### src/hw/rtl/utps_pkg.sv
// ----------------------------------------------------------------------------
// utps_pkg
// Shared widths, code point limits, score weights and types for the UTF-8
// text plausibility scorer.
// ----------------------------------------------------------------------------
package utps_pkg;

	localparam int CP_W    = 21;
	localparam int SCORE_W = 32;
	localparam int WGT_W   = 6;

	localparam logic [CP_W-1:0] CP_REPLACEMENT = 21'h00FFFD;
	localparam logic [CP_W-1:0] CP_C1_LO       = 21'h000080;
	localparam logic [CP_W-1:0] CP_C1_HI       = 21'h00009F;
	localparam logic [CP_W-1:0] CP_HWKANA_LO   = 21'h00FF61;
	localparam logic [CP_W-1:0] CP_HWKANA_HI   = 21'h00FF9F;
	localparam logic [CP_W-1:0] CP_KANA_LO     = 21'h003040;
	localparam logic [CP_W-1:0] CP_KANA_HI     = 21'h0030FF;
	localparam logic [CP_W-1:0] CP_KANA_EXT_LO = 21'h0031F0;
	localparam logic [CP_W-1:0] CP_KANA_EXT_HI = 21'h0031FF;
	localparam logic [CP_W-1:0] CP_CJK_LO      = 21'h004E00;
	localparam logic [CP_W-1:0] CP_CJK_HI      = 21'h009FFF;
	localparam logic [CP_W-1:0] CP_PRINT_LO    = 21'h000020;
	localparam logic [CP_W-1:0] CP_PRINT_HI    = 21'h00007E;

	localparam logic signed [WGT_W-1:0] WGT_BAD    = -6'sd32;
	localparam logic signed [WGT_W-1:0] WGT_HWKANA = -6'sd8;
	localparam logic signed [WGT_W-1:0] WGT_KANA   = 6'sd6;
	localparam logic signed [WGT_W-1:0] WGT_CJK    = 6'sd2;
	localparam logic signed [WGT_W-1:0] WGT_PRINT  = 6'sd1;
	localparam logic signed [WGT_W-1:0] WGT_NONE   = 6'sd0;

	localparam logic signed [SCORE_W-1:0] SCORE_MAX = 32'sh7FFF_FFFF;
	localparam logic signed [SCORE_W-1:0] SCORE_MIN = 32'sh8000_0000;

	typedef struct packed {
		logic [CP_W-1:0] partial;
		logic [1:0]      expected;
	} dec_state_t;

	typedef struct packed {
		logic            valid;
		logic [CP_W-1:0] cp;
	} cp_event_t;

endpackage

### src/hw/rtl/utps_in_if.sv
// ----------------------------------------------------------------------------
// utps_in_if
// Byte channel of the scorer: one text byte per transfer with its marks.
// ----------------------------------------------------------------------------
interface utps_in_if;

	logic       valid;
	logic       ready;
	logic [7:0] text_byte;
	logic       byte_present;
	logic       end_of_text;

	modport source (output valid, output text_byte, output byte_present,
		output end_of_text, input ready);
	modport sink (input valid, input text_byte, input byte_present,
		input end_of_text, output ready);

endinterface

### src/hw/rtl/utps_out_if.sv
// ----------------------------------------------------------------------------
// utps_out_if
// Score channel of the scorer: one final score per transfer.
// ----------------------------------------------------------------------------
interface utps_out_if;

	logic               valid;
	logic               ready;
	logic signed [31:0] final_score;

	modport source (output valid, output final_score, input ready);
	modport sink (input valid, input final_score, output ready);

endinterface

### src/hw/rtl/utps_decode.sv
// ----------------------------------------------------------------------------
// utps_decode
// Loose UTF-8 decoder step: folds one byte into the open sequence and reports
// a finished code point, including a sequence cut short at end of text.
// ----------------------------------------------------------------------------
module utps_decode import utps_pkg::*; (
	input  dec_state_t state,
	input  logic [7:0] text_byte,
	input  logic       byte_present,
	input  logic       end_of_text,
	output dec_state_t state_next,
	output cp_event_t  cp_event
);

	logic [CP_W-1:0] cont_cp;

	always_comb begin
		cont_cp    = {state.partial[CP_W-7:0], text_byte[5:0]};
		state_next = state;
		cp_event   = '0;
		if (byte_present) begin
			if (state.expected != 2'd0) begin
				state_next.expected = state.expected - 2'd1;
				if (state.expected == 2'd1) begin
					cp_event.valid     = 1'b1;
					cp_event.cp        = cont_cp;
					state_next.partial = '0;
				end else begin
					state_next.partial = cont_cp;
				end
			end else if (text_byte[7:5] == 3'b110) begin
				state_next.partial  = CP_W'(text_byte[4:0]);
				state_next.expected = 2'd1;
			end else if (text_byte[7:4] == 4'b1110) begin
				state_next.partial  = CP_W'(text_byte[3:0]);
				state_next.expected = 2'd2;
			end else if (text_byte[7:3] == 5'b11110) begin
				state_next.partial  = CP_W'(text_byte[2:0]);
				state_next.expected = 2'd3;
			end else begin
				cp_event.valid = 1'b1;
				cp_event.cp    = CP_W'(text_byte);
			end
		end
		if (end_of_text) begin
			if (state_next.expected != 2'd0) begin
				cp_event.valid = 1'b1;
				cp_event.cp    = state_next.partial;
			end
			state_next = '0;
		end
	end

endmodule

### src/hw/rtl/utps_accum.sv
// ----------------------------------------------------------------------------
// utps_accum
// Weighs a finished code point and adds the weight to the running score,
// saturating to the signed 32-bit range.
// ----------------------------------------------------------------------------
module utps_accum import utps_pkg::*; (
	input  logic signed [SCORE_W-1:0] score,
	input  cp_event_t                 cp_event,
	output logic signed [SCORE_W-1:0] score_next
);

	logic signed [WGT_W-1:0]   weight;
	logic signed [SCORE_W:0]   sum;
	logic [CP_W-1:0]           cp;

	assign cp = cp_event.cp;

	always_comb begin
		if (cp == CP_REPLACEMENT || (cp inside {[CP_C1_LO:CP_C1_HI]})) begin
			weight = WGT_BAD;
		end else if (cp inside {[CP_HWKANA_LO:CP_HWKANA_HI]}) begin
			weight = WGT_HWKANA;
		end else if (cp inside {[CP_KANA_LO:CP_KANA_HI], [CP_KANA_EXT_LO:CP_KANA_EXT_HI]}) begin
			weight = WGT_KANA;
		end else if (cp inside {[CP_CJK_LO:CP_CJK_HI]}) begin
			weight = WGT_CJK;
		end else if (cp inside {[CP_PRINT_LO:CP_PRINT_HI]}) begin
			weight = WGT_PRINT;
		end else begin
			weight = WGT_NONE;
		end
	end

	always_comb begin
		sum = (SCORE_W+1)'(score) + (SCORE_W+1)'(weight);
		if (!cp_event.valid) begin
			score_next = score;
		end else if (sum[SCORE_W] != sum[SCORE_W-1]) begin
			score_next = sum[SCORE_W] ? SCORE_MIN : SCORE_MAX;
		end else begin
			score_next = sum[SCORE_W-1:0];
		end
	end

endmodule

### src/hw/rtl/utf8_text_plausibility_scorer_core.sv
// ----------------------------------------------------------------------------
// utf8_text_plausibility_scorer_core
// Scores a UTF-8 byte stream and reports a saturated plausibility score at
// the end of each text.
// ----------------------------------------------------------------------------
// The byte channel in_ch takes one text byte per transfer together with
// byte_present and end_of_text. An item with byte_present low and
// end_of_text low changes nothing. The item with end_of_text high closes the
// text, and one transfer on out_ch then carries its final_score; the state
// clears so that the next byte starts a new text.
// Throughput is one byte per cycle while in_ch holds ready, set by the decode
// and saturating add path between the input register and the score register.
// The final score is registered as the closing item leaves the input register.
// While a score waits on out_ch, bytes of the next text keep flowing; only a
// second closing item waits in the input register until out_ch is free, and
// in_ch drops ready when that register cannot move.
// Reset empties both registers, clears the open sequence and sets the score
// to zero.
// ----------------------------------------------------------------------------
module utf8_text_plausibility_scorer_core import utps_pkg::*; (
	input  logic        clk,
	input  logic        arst_n,
	utps_in_if.sink     in_ch,
	utps_out_if.source  out_ch
);

	logic                      valid_s1;
	logic [7:0]                byte_s1;
	logic                      present_s1;
	logic                      last_s1;
	dec_state_t                state_q;
	dec_state_t                state_next;
	cp_event_t                 cp_event;
	logic signed [SCORE_W-1:0] score_q;
	logic signed [SCORE_W-1:0] score_next;
	logic                      out_valid_q;
	logic signed [SCORE_W-1:0] final_score_q;
	logic                      advance;

	assign advance     = valid_s1 && (!last_s1 || !out_valid_q || out_ch.ready);
	assign in_ch.ready = !valid_s1 || advance;

	always_ff @(posedge clk or negedge arst_n) begin
		if (!arst_n) begin
			valid_s1 <= 1'b0;
		end else if (in_ch.ready) begin
			valid_s1 <= in_ch.valid;
		end
	end

	always_ff @(posedge clk) begin
		if (in_ch.ready && in_ch.valid) begin
			byte_s1    <= in_ch.text_byte;
			present_s1 <= in_ch.byte_present;
			last_s1    <= in_ch.end_of_text;
		end
	end

	utps_decode u_decode (
		.state        (state_q),
		.text_byte    (byte_s1),
		.byte_present (present_s1),
		.end_of_text  (last_s1),
		.state_next   (state_next),
		.cp_event     (cp_event)
	);

	utps_accum u_accum (
		.score      (score_q),
		.cp_event   (cp_event),
		.score_next (score_next)
	);

	always_ff @(posedge clk or negedge arst_n) begin
		if (!arst_n) begin
			state_q <= '0;
			score_q <= '0;
		end else if (advance) begin
			state_q <= state_next;
			score_q <= last_s1 ? '0 : score_next;
		end
	end

	always_ff @(posedge clk or negedge arst_n) begin
		if (!arst_n) begin
			out_valid_q <= 1'b0;
		end else if (advance && last_s1) begin
			out_valid_q <= 1'b1;
		end else if (out_ch.ready) begin
			out_valid_q <= 1'b0;
		end
	end

	always_ff @(posedge clk) begin
		if (advance && last_s1) begin
			final_score_q <= score_next;
		end
	end

	assign out_ch.valid       = out_valid_q;
	assign out_ch.final_score = final_score_q;

	a_no_partial_when_closed: assert property (@(posedge clk) disable iff (!arst_n)
		(state_q.expected == 2'd0) |-> (state_q.partial == '0))
		else $error("partial code point held with no open sequence");

	a_clear_after_last: assert property (@(posedge clk) disable iff (!arst_n)
		(advance && last_s1) |=> (state_q == '0 && score_q == '0 && out_valid_q))
		else $error("state not cleared or score not posted after end of text");

	a_no_overwrite: assert property (@(posedge clk) disable iff (!arst_n)
		(out_valid_q && !out_ch.ready && valid_s1 && last_s1) |-> !advance)
		else $error("pending final score overwritten");

endmodule

### src/flat_wrapper.sv
// flat-port wrapper written by rule: the top's interface ports become plain ports
module utf8_text_plausibility_scorer_core_flat import utps_pkg::*;
  (clk, arst_n, in_ch_valid, in_ch_text_byte, in_ch_byte_present, in_ch_end_of_text, in_ch_ready, out_ch_valid, out_ch_final_score, out_ch_ready);
  utps_in_if in_ch_i ();
  utps_out_if out_ch_i ();
  input  logic clk;
  input  logic arst_n;
  input wire logic [$bits(in_ch_i.valid)-1:0] in_ch_valid;
  input wire logic [$bits(in_ch_i.text_byte)-1:0] in_ch_text_byte;
  input wire logic [$bits(in_ch_i.byte_present)-1:0] in_ch_byte_present;
  input wire logic [$bits(in_ch_i.end_of_text)-1:0] in_ch_end_of_text;
  output wire logic [$bits(in_ch_i.ready)-1:0] in_ch_ready;
  output wire logic [$bits(out_ch_i.valid)-1:0] out_ch_valid;
  output wire logic [$bits(out_ch_i.final_score)-1:0] out_ch_final_score;
  input wire logic [$bits(out_ch_i.ready)-1:0] out_ch_ready;
  assign in_ch_i.valid = in_ch_valid;
  assign in_ch_i.text_byte = in_ch_text_byte;
  assign in_ch_i.byte_present = in_ch_byte_present;
  assign in_ch_i.end_of_text = in_ch_end_of_text;
  assign in_ch_ready = in_ch_i.ready;
  assign out_ch_valid = out_ch_i.valid;
  assign out_ch_final_score = out_ch_i.final_score;
  assign out_ch_i.ready = out_ch_ready;
  utf8_text_plausibility_scorer_core u_core (.clk(clk), .arst_n(arst_n), .in_ch(in_ch_i), .out_ch(out_ch_i));
endmodule
### config.mk
export PLATFORM = sky130hd
export DESIGN_NAME = utf8_text_plausibility_scorer_core_flat
export DESIGN_NICKNAME = d
export VERILOG_FILES = /design/src/hw/rtl/utps_pkg.sv /design/src/hw/rtl/utps_in_if.sv /design/src/hw/rtl/utps_out_if.sv /design/src/hw/rtl/utps_decode.sv /design/src/hw/rtl/utps_accum.sv /design/src/hw/rtl/utf8_text_plausibility_scorer_core.sv /design/src/flat_wrapper.sv
export SDC_FILE = /design/constraint.sdc
export NUM_CORES = 1
export LEC_CHECK = 0
export BUFFER_PORTS_ARGS = -buffer_cell sky130_fd_sc_hd__buf_2
export CORE_ASPECT_RATIO = 1.5
export CORE_MARGIN = 1.5
export CORE_UTILIZATION = 61
export DETAILED_ROUTE_END_ITERATION = 10
export HOLD_SLACK_MARGIN = 0.05
export PLACE_DENSITY_LB_ADDON = 0.25
export SETUP_SLACK_MARGIN = 0.2
export SYNTH_ARGS = -nofsm -noshare
export SYNTH_HDL_FRONTEND = slang
export SYNTH_SLANG_ARGS = --single-unit
### constraint.sdc
create_clock -name clk -period 12.85 [get_ports clk]
set_input_delay 2.57 -clock clk [delete_from_list [all_inputs] [get_ports clk]]
set_output_delay 2.57 -clock clk [all_outputs]
set_load 0.05 [all_outputs]
==> flow_summary.json, run 1 <==
{
  "status": "finished, final reports clean",
  "timing.final.crit_share_pct": 53.0,
  "clkPwrFrac_pct": 19.5,
  "critPathRequiredTime_ns": 13.13,
  "power.density_nw_per_um2": 195,
  "synth_area_per_cell_sq_um": 9.31,
  "synth-seq-cells": 99,
  "num_rows": 46,
  "crit_path_start_kind": "flop",
  "route.vias.total": 5980,
  "drt-pass1-iter-count": 5,
  "routed_wl_microns": 18000,
  "synth_xor_area_share_pct": 3.24,
  "start_util_pct": 63.1,
  "p_total_mw": 1.44,
  "ctsResizeCount": 0,
  "ctsHoldBuffers": 0,
  "nets": 796,
  "peakVddDrop_uv": 90.0,
  "synth_edf_count": 42,
  "grt_pass1_wl_microns": 29100,
  "viasPerCell": 6.66,
  "final_hold_viol_count": 0,
  "track_usage_pct": 32.3,
  "grt.overflow.total": 0,
  "drc": 0,
  "clockBufferDepth": 2,
  "fmaxAchievable_mhz": 147,
  "setup_viol": 0,
  "swShare_pct": 43.5,
  "p_seq_share_pct": 34.7,
  "ys_async_sr_fraction_pct": 57.6,
  "cap_viol_max_count": 0,
  "synth-main-ff-cell": "dfrtp_1",
  "synth-compound-area-share_pct": 28.8,
  "wl_per_cell_microns": 20.1,
  "crit_family": "simple AND/OR/NAND/NOR gates",
  "ys.warnings.count": 0,
  "core_area_sq_um": 10700,
  "setup_tns_ns": 0,
  "synthAdderAreaFrac_pct": 6.23,
  "worst_setup_path_end_kind": "flop",
  "die_area_sq_um": 11700,
  "path_common_cell": "buf_4",
  "worstSetupPathType": "reg2reg",
  "fin_skew_ns": 0.0116,
  "cp_slowest_cell": "nor3_4",
  "syn_inst": 725,
  "synth_top_family_by_area": "compound AO/OA/AOI/OAI gates",
  "yosys.area_share.simple_pct": 17.1,
  "yosysUniqueCellTypes": 70,
  "grt_pass1_vias": 5942,
  "leakage_nw": 3.27,
  "grt_max_degree": 58,
  "gp_congestion": 1.02,
  "clk_pin_slew_ns": 0.07,
  "cts_buffers": 9,
  "dp_hpwl_microns": 13000,
  "ant_nets": 0,
  "syn_nets": 772,
  "ios": 48,
  "die_w_microns": 88.9,
  "worstSkewPairLatency_ns": 0.35,
  "slowest_delay_ns": 0.92,
  "syn_area_sq_um": 6750,
  "maxSlewHeadroom_pct": 24.9,
  "die_y_microns": 132,
  "drtIter0Drc": 404,
  "min_path_type": "reg2reg",
  "path_max_fanout": 32,
  "drive_above_1_share_pct": 14.5,
  "path_cells": "buf_4 > nor2b_1 > a22oi_1 > o22a_1 > nand4bb_1 > or3_1 > nor4b_1 > o21ai_0 > o21ai_2 > buf_4 > ha_1 > a21oi_1 > o211ai_1 > a211o_1 > o2111ai_1 > a21o_1 > nand2_1 > mux2i_4 > nor3_4 > a221o_1",
  "path_buf_inv": 2,
  "htree_num_levels": 3,
  "port_buffers": 47,
  "post_cts_buffers": 0,
  "cts_tree": "built",
  "area_delta_synth_final_pct": 8.93,
  "antenna_found_initial": 0,
  "synthMuxAreaShare_pct": 1.22,
  "n_antenna_cell": 0,
  "worstPathArrival_ns": 7.09,
  "netSwitchingPower_uw": 624,
  "clock_sinks": 99,
  "finalCriticalPeriod_ns": 6.81,
  "clock-root-buffer": "clkbuf_16",
  "drv_slew": 0,
  "tightest_slew_ns": 1.12,
  "internal_power_uw": 812,
  "combPwrFrac_pct": 45.9,
  "seq_area_frac_synth_pct": 39.8,
  "rsz0062_at_grt": "no"
}
-- stage by stage --
stage	area, sq um	hold WS [ns]	setup WS [ns]	instances	util (%)
4_1_cts	7350	0.511	6.21	898	68.7
3_5_place_dp	7050	0.484	6.24	882	65.8
2_1_floorplan	6750	0.467	6.95	725	-
5_1_grt	7350	0.531	5.76	898	68.7
3_3_place_gp	7050	0.487	6.34	882	65.8
6_report	7350	0.506	6.04	898	68.7
-- power by group through the flow --
stage	Sequential [mW]	Clock, mW	Combinational, mW
after detailed placement	0.501	0	0.651
final	0.498	0.279	0.659
after CTS	0.495	0.285	0.654
after global placement	0.498	0	0.633
after floorplan	0.554	0	0.449
after global routing	0.507	0.298	0.721
-- cell usage in the layout (no fill, tap or decap), types with 22 or more instances in the layout --
cell	Yosys	routed
dfrtp_1	57	57
buf_2	6	47
a22o_1	24	24
a221o_1	22	22
ha_1	32	32
nand2_1	88	88
a21oi_1	47	47
a21o_1	22	22
o21ai_0	31	30
nor2_1	58	57
edfxtp_1	42	42
o21ai_2	20	22
-- synthesized netlist by cell type, types with 5 or more instances --
library cell,n,area (sq um)
o211ai_1,8,60.1
inv_1,11,41.3
ha_1,32,400
dfrtp_1,57,1430
a221o_1,22,220
buf_2,6,30.0
mux2i_1,6,60.1
a21o_1,22,165
and2_1,7,43.8
and3_1,6,37.5
nand2_1,88,330
o21ai_2,20,175
nor2_1,58,218
xnor2_1,13,114
xor2_1,12,105
nor2b_1,10,62.6
o21a_1,5,37.5
clkbuf_1,30,113
nor3_1,10,50.1
nand2b_1,12,75.1
o21ai_0,31,155
a21boi_0,7,52.6
a31oi_1,10,62.6
a21oi_1,47,235
edfxtp_1,42,1260
nand3_1,17,85.1
a22o_1,24,210
a22oi_1,12,90.1
o21ai_1,15,75.1
-- routing by layer --
| metal | GRT usage (%) | vias to the layer above | share of wire [%] |
|---|---|---|---|
| met3 | 5.32 | 84 | 4.7 |
| met4 | 20.6 | 0 | 6.3 |
| met2 | 56.8 | 280 | 53 |
| met5 | 0 | - | 0 |
| met1 | 34.6 | 2836 | 36 |
| li1 | - | 2780 | - |
-- registers in the layout, summed over array words and instances (netlist names) --
signal	cells
u_core.score_q	32
u_core.present_s1	1
u_core.state_q	23
u_core.last_s1	1
u_core.out_ch.valid	1
u_core.out_ch.final_score	32
u_core.byte_s1	8
u_core.valid_s1	1
-- kinds of logic after synthesis --
family / Yosys count
AOI/OAI and AO/OA: 267
muxes: 7
xor gates and xnor gates: 25
buffers and inverters: 54
adders and majority gates: 33
DFF: 99
and+or+nand+nor: 240
-- final timing paths --
check                                    from  depth (start not counted)            endpoint  slack, ns
setup / recovery            u_core.present_s1                         20  u_core.score_q[23]       6.04
hold / removal             u_core.state_q[20]                          1  u_core.state_q[20]       0.51
setup reg to reg            u_core.present_s1                         20  u_core.score_q[23]       6.04
hold reg to reg            u_core.state_q[20]                          1  u_core.state_q[20]       0.51
max in group asynchronous              arst_n                          2  u_core.score_q[18]       9.94
min in group asynchronous              arst_n                          2  u_core.score_q[10]       2.36
-- layout make-up --
type                            instances  area (sq um)
Multi-Input combinational cell        572          3830
Tap cell                              144           180
Timing Repair Buffer                   56           303
Sequential cell                        99          2690
Clock buffer                            9           225
Inverter                               11          41.3
Clock inverter                          7          82.6
Fill cell                             879          3350
Note: power is estimated with default switching activity, not from simulation.
==> run 2, diff against run 1 <==
--- a/config.mk
+++ b/config.mk
@@ -5,10 +5,11 @@
 export SDC_FILE = /design/constraint.sdc
 export NUM_CORES = 1
 export LEC_CHECK = 0
+export ABC_AREA = 1
 export BUFFER_PORTS_ARGS = -buffer_cell sky130_fd_sc_hd__buf_2
 export CORE_ASPECT_RATIO = 1.5
 export CORE_MARGIN = 1.5
-export CORE_UTILIZATION = 61
+export CORE_UTILIZATION = 56
 export DETAILED_ROUTE_END_ITERATION = 10
 export HOLD_SLACK_MARGIN = 0.05
 export PLACE_DENSITY_LB_ADDON = 0.25
==> constraint.sdc (replaced) <==
create_clock -name clk -period 5.82 [get_ports clk]
set_input_delay 1.164 -clock clk [delete_from_list [all_inputs] [get_ports clk]]
set_output_delay 1.164 -clock clk [all_outputs]
set_load 0.05 [all_outputs]
==> flow_summary.json, run 2 <==
{
  "antenna_found_initial": 0,
  "path_buf_inv": 4,
  "grt_max_degree": 58,
  "slowest_delay_ns": 0.39,
  "path_max_fanout": 16,
  "seq_area_sq_um": 2690,
  "synth-seq-cells": 99,
  "yosysUniqueCellTypes": 47,
  "routed_wl_microns": 18500,
  "crit_family": "simple AND/OR/NAND/NOR gates",
  "dp_hpwl_microns": 13800,
  "port_buffers": 47,
  "status": "finished, final reports clean",
  "synth_area_per_cell_sq_um": 7.13,
  "power.density_nw_per_um2": 330,
  "setup_viol": 0,
  "regToRegStartpoint": "u_core.present_s1",
  "clock_sinks": 99,
  "setup_tns_ns": 0,
  "swShare_pct": 41.5,
  "critPathRequiredTime_ns": 6.12,
  "maxSlewHeadroom_pct": 35.8,
  "fmaxAchievable_mhz": 194,
  "gp_congestion": 0.979,
  "multi_input_area_sq_um": 4000,
  "clockBufferDepth": 2,
  "cap_viol_max_count": 0,
  "synth-main-ff-cell": "dfrtp_1",
  "worstSkewPairLatency_ns": 0.36,
  "cts_buffers": 9,
  "grt.overflow.total": 0,
  "drive_above_1_share_pct": 12.4,
  "clock-root-buffer": "clkbuf_16",
  "cp_slowest_cell": "edfxtp_1",
  "drc": 0,
  "synth_edf_count": 42,
  "combPwrFrac_pct": 39.4,
  "fillers": 1159,
  "final_cell_mix": "nand2_1 (359), inv_1 (96), nor2_1 (86)",
  "syn_inst": 1011,
  "tightest_slew_ns": 0.960,
  "internal_power_mw": 1.52,
  "area_delta_synth_final_pct": 9.30,
  "hold_depth": 2,
  "htree_num_levels": 3,
  "min_path_type": "reg2reg",
  "ios": 48,
  "ys.warnings.count": 0,
  "ys_async_sr_fraction_pct": 57.6,
  "die_y_microns": 142,
  "ant_nets": 0,
  "syn_nets": 1058,
  "core_area_sq_um": 12500,
  "synth_common_cells": "nand2_1 (359), inv_1 (96), nor2_1 (87)",
  "leakage_nw": 3.99,
  "synth.most_common_cell": "nand2_1",
  "drtIter0Drc": 366,
  "reg2reg_depth": 29,
  "p_seq_share_pct": 36.5,
  "synth_top_area_share_pct": 19.8,
  "wl_per_cell_microns": 15.2,
  "nets": 1102,
  "grt_pass1_wl_microns": 30500,
  "clk_pin_slew_ns": 0.07,
  "synth_top_area_cell": "dfrtp_1",
  "die_area_sq_um": 13600,
  "drv_slew": 0,
  "seq_area_frac_synth_pct": 37.3,
  "final_hold_viol_count": 0,
  "drt-pass1-iter-count": 4,
  "netSwitchingPower_mw": 1.08,
  "min_to": "u_core.state_q[20]",
  "worstPathArrival_ns": 5.45,
  "syn_area_sq_um": 7210,
  "die_w_microns": 95.6,
  "peakVddDrop_uv": 141,
  "final_common_cell": "nand2_1",
  "r2r_slack_ns": 0.67,
  "r2r_end": "u_core.score_q[0]",
  "min_from": "u_core.state_q[20]",
  "finalCriticalPeriod_ns": 5.15,
  "path_common_cell": "nand2_1",
  "clkPwrFrac_pct": 24.2,
  "fin_skew_ns": 0.00945,
  "route.vias.total": 6802,
  "synth.area.top_cells": "dfrtp_1 (20%), nand2_1 (19%), edfxtp_1 (17%)",
  "crit_path_start_kind": "flop",
  "grt_pass1_vias": 6768,
  "timing.final.crit_share_pct": 88.4,
  "viasPerCell": 5.59,
  "n_antenna_cell": 0,
  "final_util_pct": 63.0,
  "rsz0062_at_grt": "no",
  "track_usage_pct": 28.9,
  "cts_tree": "built",
  "worst_setup_path_end_kind": "flop",
  "num_rows": 50,
  "start_util_pct": 57.6,
  "worstSetupPathType": "reg2reg"
}
## run 2: kinds of logic (layout without fill, tap and decap cells)
logic type	after synthesis	count (layout)	share of synthesized area, %
and+or+nand+nor	604	604	36.8
adders and majority gates	33	33	5.83
DFF	99	99	37.3
xor gates and xnor gates	23	23	2.79
AOI/OAI and AO/OA	127	127	9.96
buffers and inverters	125	174	7.36
## run 2: power groups by stage
stage | registers [mW] | clock network, mW | logic, mW
2_1_floorplan | 1.08 | 0 | 0.691
3_3_place_gp | 0.960 | 0 | 0.987
3_5_place_dp | 0.961 | 0 | 1.01
4_1_cts | 0.949 | 0.635 | 1.01
5_1_grt | 0.965 | 0.665 | 1.14
6_report | 0.950 | 0.629 | 1.02
## run 2: tightest hold or removal path, cell delays in order, from the launching register on
cell and delay (ns):
dfrtp_1 0.35, nand2_1 0.05, o21ai_0 0.06
## run 2: timing repair
| action | CTS | global route |
|---|---|---|
| hold endpoints to repair | 0 | 0 |
| hold buffers | 0 | 0 |
| gates resized for setup | 0 | 0 |
| buffers inserted | 0 | 2 |
| setup endpoints to repair | 0 | 9 |
## run 2: metrics by stage
step	hold slack [ns]	instance area, sq um	worst slack, ns	power [mW]	cells
2_1_floorplan	0.453	7210	1.67	1.77	1011
3_3_place_gp	0.468	7560	0.766	1.95	1198
3_5_place_dp	0.476	7560	0.734	1.97	1198
4_1_cts	0.493	7870	0.666	2.60	1214
5_1_grt	0.536	7880	0.242	2.77	1216
6_report	0.491	7880	0.674	2.60	1216
## run 2: routing by layer
metal	GRT usage [%]	share of wire [%]
met4	17.6	5.7
met3	3.53	4.3
met2	53.0	53
met5	0	0
met1	30.4	37
## run 2: worst max-delay path by stage
stage / start / endpoint / slack [ns] / cells past startpoint
5_1_grt: u_core.present_s1 / u_core.score_q[10] / 0.24 / 30
3_3_place_gp: u_core.present_s1 / u_core.score_q[29] / 0.77 / 30
3_5_place_dp: u_core.present_s1 / u_core.score_q[29] / 0.73 / 30
4_1_cts: u_core.present_s1 / u_core.score_q[29] / 0.67 / 30
2_1_floorplan: u_core.byte_s1[5] / u_core.out_ch.final_score[30] / 1.67 / 31
6_report: u_core.present_s1 / u_core.score_q[0] / 0.67 / 29
## run 2: cell type report
type | count | area share [%]
clock buffers | 9 | 2.86
clock inverters | 7 | 1.03
well taps | 156 | 2.48
flip-flops and latches | 99 | 34.1
inverters | 101 | 4.84
multi-input cells | 787 | 50.7
repair buffers | 57 | 3.94
==> run 3, diff against run 2 <==
--- a/config.mk
+++ b/config.mk
@@ -9,7 +9,8 @@
 export BUFFER_PORTS_ARGS = -buffer_cell sky130_fd_sc_hd__buf_2
 export CORE_ASPECT_RATIO = 1.5
 export CORE_MARGIN = 1.5
-export CORE_UTILIZATION = 56
+export CORE_UTILIZATION = 57
+export CTS_BUF_LIST = sky130_fd_sc_hd__clkbuf_8
 export DETAILED_ROUTE_END_ITERATION = 10
 export HOLD_SLACK_MARGIN = 0.05
 export PLACE_DENSITY_LB_ADDON = 0.25
@@ -17,3 +18,4 @@
 export SYNTH_ARGS = -nofsm -noshare
 export SYNTH_HDL_FRONTEND = slang
 export SYNTH_SLANG_ARGS = --single-unit
+export TNS_END_PERCENT = 100
==> flow_summary.json, run 3 (same netlist as run 2, synthesis figures left out) <==
{
  "place_inst": 1195,
  "num_rows": 50,
  "dpl-instance-area_sq_um": 7540,
  "worstSkewPairLatency_ns": 0.38,
  "worst_setup_path_end_kind": "flop",
  "critPathRequiredTime_ns": 5.96,
  "combPwrFrac_pct": 41.8,
  "layout.cells.non_filler": 1212,
  "p_seq_share_pct": 38.9,
  "crit_path_start_kind": "flop",
  "port_buffers": 47,
  "slowest_delay_ns": 0.63,
  "clockBufferDepth": 2,
  "reg2reg_depth": 24,
  "path_buf_inv": 2,
  "clkPwrFrac_pct": 19.3,
  "internal_power_mw": 1.39,
  "drtIter0Drc": 368,
  "wl_per_cell_microns": 15.1,
  "path_cells": "nand2_1 > o21ai_0 > nand2_1 > nand2_1 > nand2_1 > nor2_2 > nand3_1 > nor2_1 > nor2_1 > nand3_2 > buf_4 > ha_1 > a21oi_1 > o21ai_0 > inv_1 > o21ai_0 > a21oi_1 > nand2_1 > nand2_1 > nand2_1 > nand2_2 > nand3_1 > nand2_1 > nand2_1",
  "area_delta_synth_final_pct": 7.67,
  "ctsResizeCount": 0,
  "fmaxAchievable_mhz": 198,
  "clock_sinks": 99,
  "regToRegStartpoint": "u_core.present_s1",
  "min_to": "u_core.state_q[21]",
  "path_max_fanout": 27,
  "final_hold_viol_count": 0,
  "timing.final.crit_share_pct": 86.8,
  "die_w_microns": 94.8,
  "path_common_cell": "nand2_1",
  "gp_congestion": 0.973,
  "drive_above_1_share_pct": 11.9,
  "maxSlewHeadroom_pct": 37.9,
  "preCtsSetupSlack_ns": 0.772,
  "drv_slew": 0,
  "ctsHoldBuffers": 0,
  "worstPathArrival_ns": 5.19,
  "cts_buffers": 9,
  "htree_num_levels": 3,
  "setup_tns_ns": 0,
  "routed_wl_microns": 18300,
  "die_y_microns": 141,
  "post_cts_buffers": 0,
  "hold_depth": 2,
  "final_cell_mix": "nand2_1 (359), inv_1 (96), nor2_1 (86)",
  "grt_max_degree": 58,
  "rsz0062_at_grt": "no",
  "final_common_cell": "nand2_1",
  "tightest_slew_ns": 0.928,
  "leakage_nw": 3.93,
  "power.density_nw_per_um2": 314,
  "ios": 48,
  "timing.final.ws_setup_ns": 0.766,
  "dp_hpwl_microns": 13700,
  "clk_pin_slew_ns": 0.10,
  "grt_pass1_wl_microns": 30100,
  "start_util_pct": 58.2,
  "route.vias.total": 6701,
  "peakVddDrop_uv": 140,
  "cap_viol_max_count": 0,
  "grt.overflow.total": 0,
  "cp_slowest_cell": "edfxtp_1",
  "cts_tree": "built",
  "finalCriticalPeriod_ns": 5.05,
  "setup_viol": 0,
  "ant_nets": 0,
  "drt-pass1-iter-count": 5,
  "die_area_sq_um": 13300,
  "worstSetupPathType": "reg2reg",
  "clock-root-buffer": "clkbuf_8",
  "crit_family": "simple AND/OR/NAND/NOR gates",
  "min_from": "u_core.state_q[21]",
  "nets": 1098,
  "min_path_type": "reg2reg",
  "status": "finished, final reports clean",
  "antenna_found_initial": 0,
  "r2r_end": "u_core.out_ch.final_score[29]",
  "r2r_slack_ns": 0.77,
  "netSwitchingPower_mw": 1.05,
  "n_antenna_cell": 0,
  "viasPerCell": 5.53,
  "fin_skew_ns": 0.0121,
  "core_area_sq_um": 12400,
  "track_usage_pct": 29.0,
  "grt_pass1_vias": 6652,
  "stdcell_area_sq_um": 7760,
  "swShare_pct": 43.0,
  "drc": 0
}
==> run 3: cell types whose count changed in the layout (fill, tap and decap cells not counted), sizes merged <==
cell,change
buf,-4
==> run 3: power by group through the flow <==
stage / Combinational (mW) / Clock [mW] / Sequential, mW
finish: 1.02 / 0.470 / 0.949
global route: 1.13 / 0.508 / 0.964
CTS: 1.00 / 0.481 / 0.950
detailed placement: 0.997 / 0 / 0.961
global placement: 0.981 / 0 / 0.961
floorplan: 0.691 / 0 / 1.08
==> run 3: worst reg2reg max path, delay by kind of cell (launching register included) <==
kind            cells  cell delay, ns
fa+ha+maj           1            0.39
buf+inv             2            0.43
flops               1            0.63
compound gates      5            1.21
simple gates       16            2.13
==> run 3: cell type report <==
type	count	area (sq um)
fillers	1184	4620
multi-input cells	787	4000
flip-flops and latches	99	2690
inverters	101	382
repair buffers	53	293
well taps	156	195
clock buffers	9	124
clock inverters	7	82.6
==> run 3: metal layers <==
layer	share of wire, %	vias to the layer above	track usage (%)
li1	-	3379	-
met1	37	3055	29.0
met2	54	191	54.0
met3	3.6	76	4.58
met4	5.8	0	18.0
met5	0	-	0
==> run 3: worst max-delay path by stage <==
stage                 startpoint                             to  slack (ns)  cells past startpoint
2_1_floorplan  u_core.byte_s1[5]  u_core.out_ch.final_score[30]        1.67                     31
3_3_place_gp   u_core.present_s1             u_core.score_q[29]        0.77                     25
3_5_place_dp   u_core.present_s1             u_core.score_q[29]        0.77                     25
4_1_cts        u_core.present_s1             u_core.score_q[29]        0.73                     25
5_1_grt        u_core.present_s1              u_core.score_q[1]        0.23                     29
6_report       u_core.present_s1  u_core.out_ch.final_score[29]        0.77                     24
==> run 3: through the flow <==
| step | utilization [%] | power (mW) | hold slack, ns |
|---|---|---|---|
| floorplan | - | 1.77 | 0.453 |
| global placement | 60.8 | 1.94 | 0.470 |
| detailed placement | 60.8 | 1.96 | 0.481 |
| CTS | 62.5 | 2.43 | 0.505 |
| global route | 62.7 | 2.60 | 0.539 |
| finish | 62.7 | 2.44 | 0.510 |
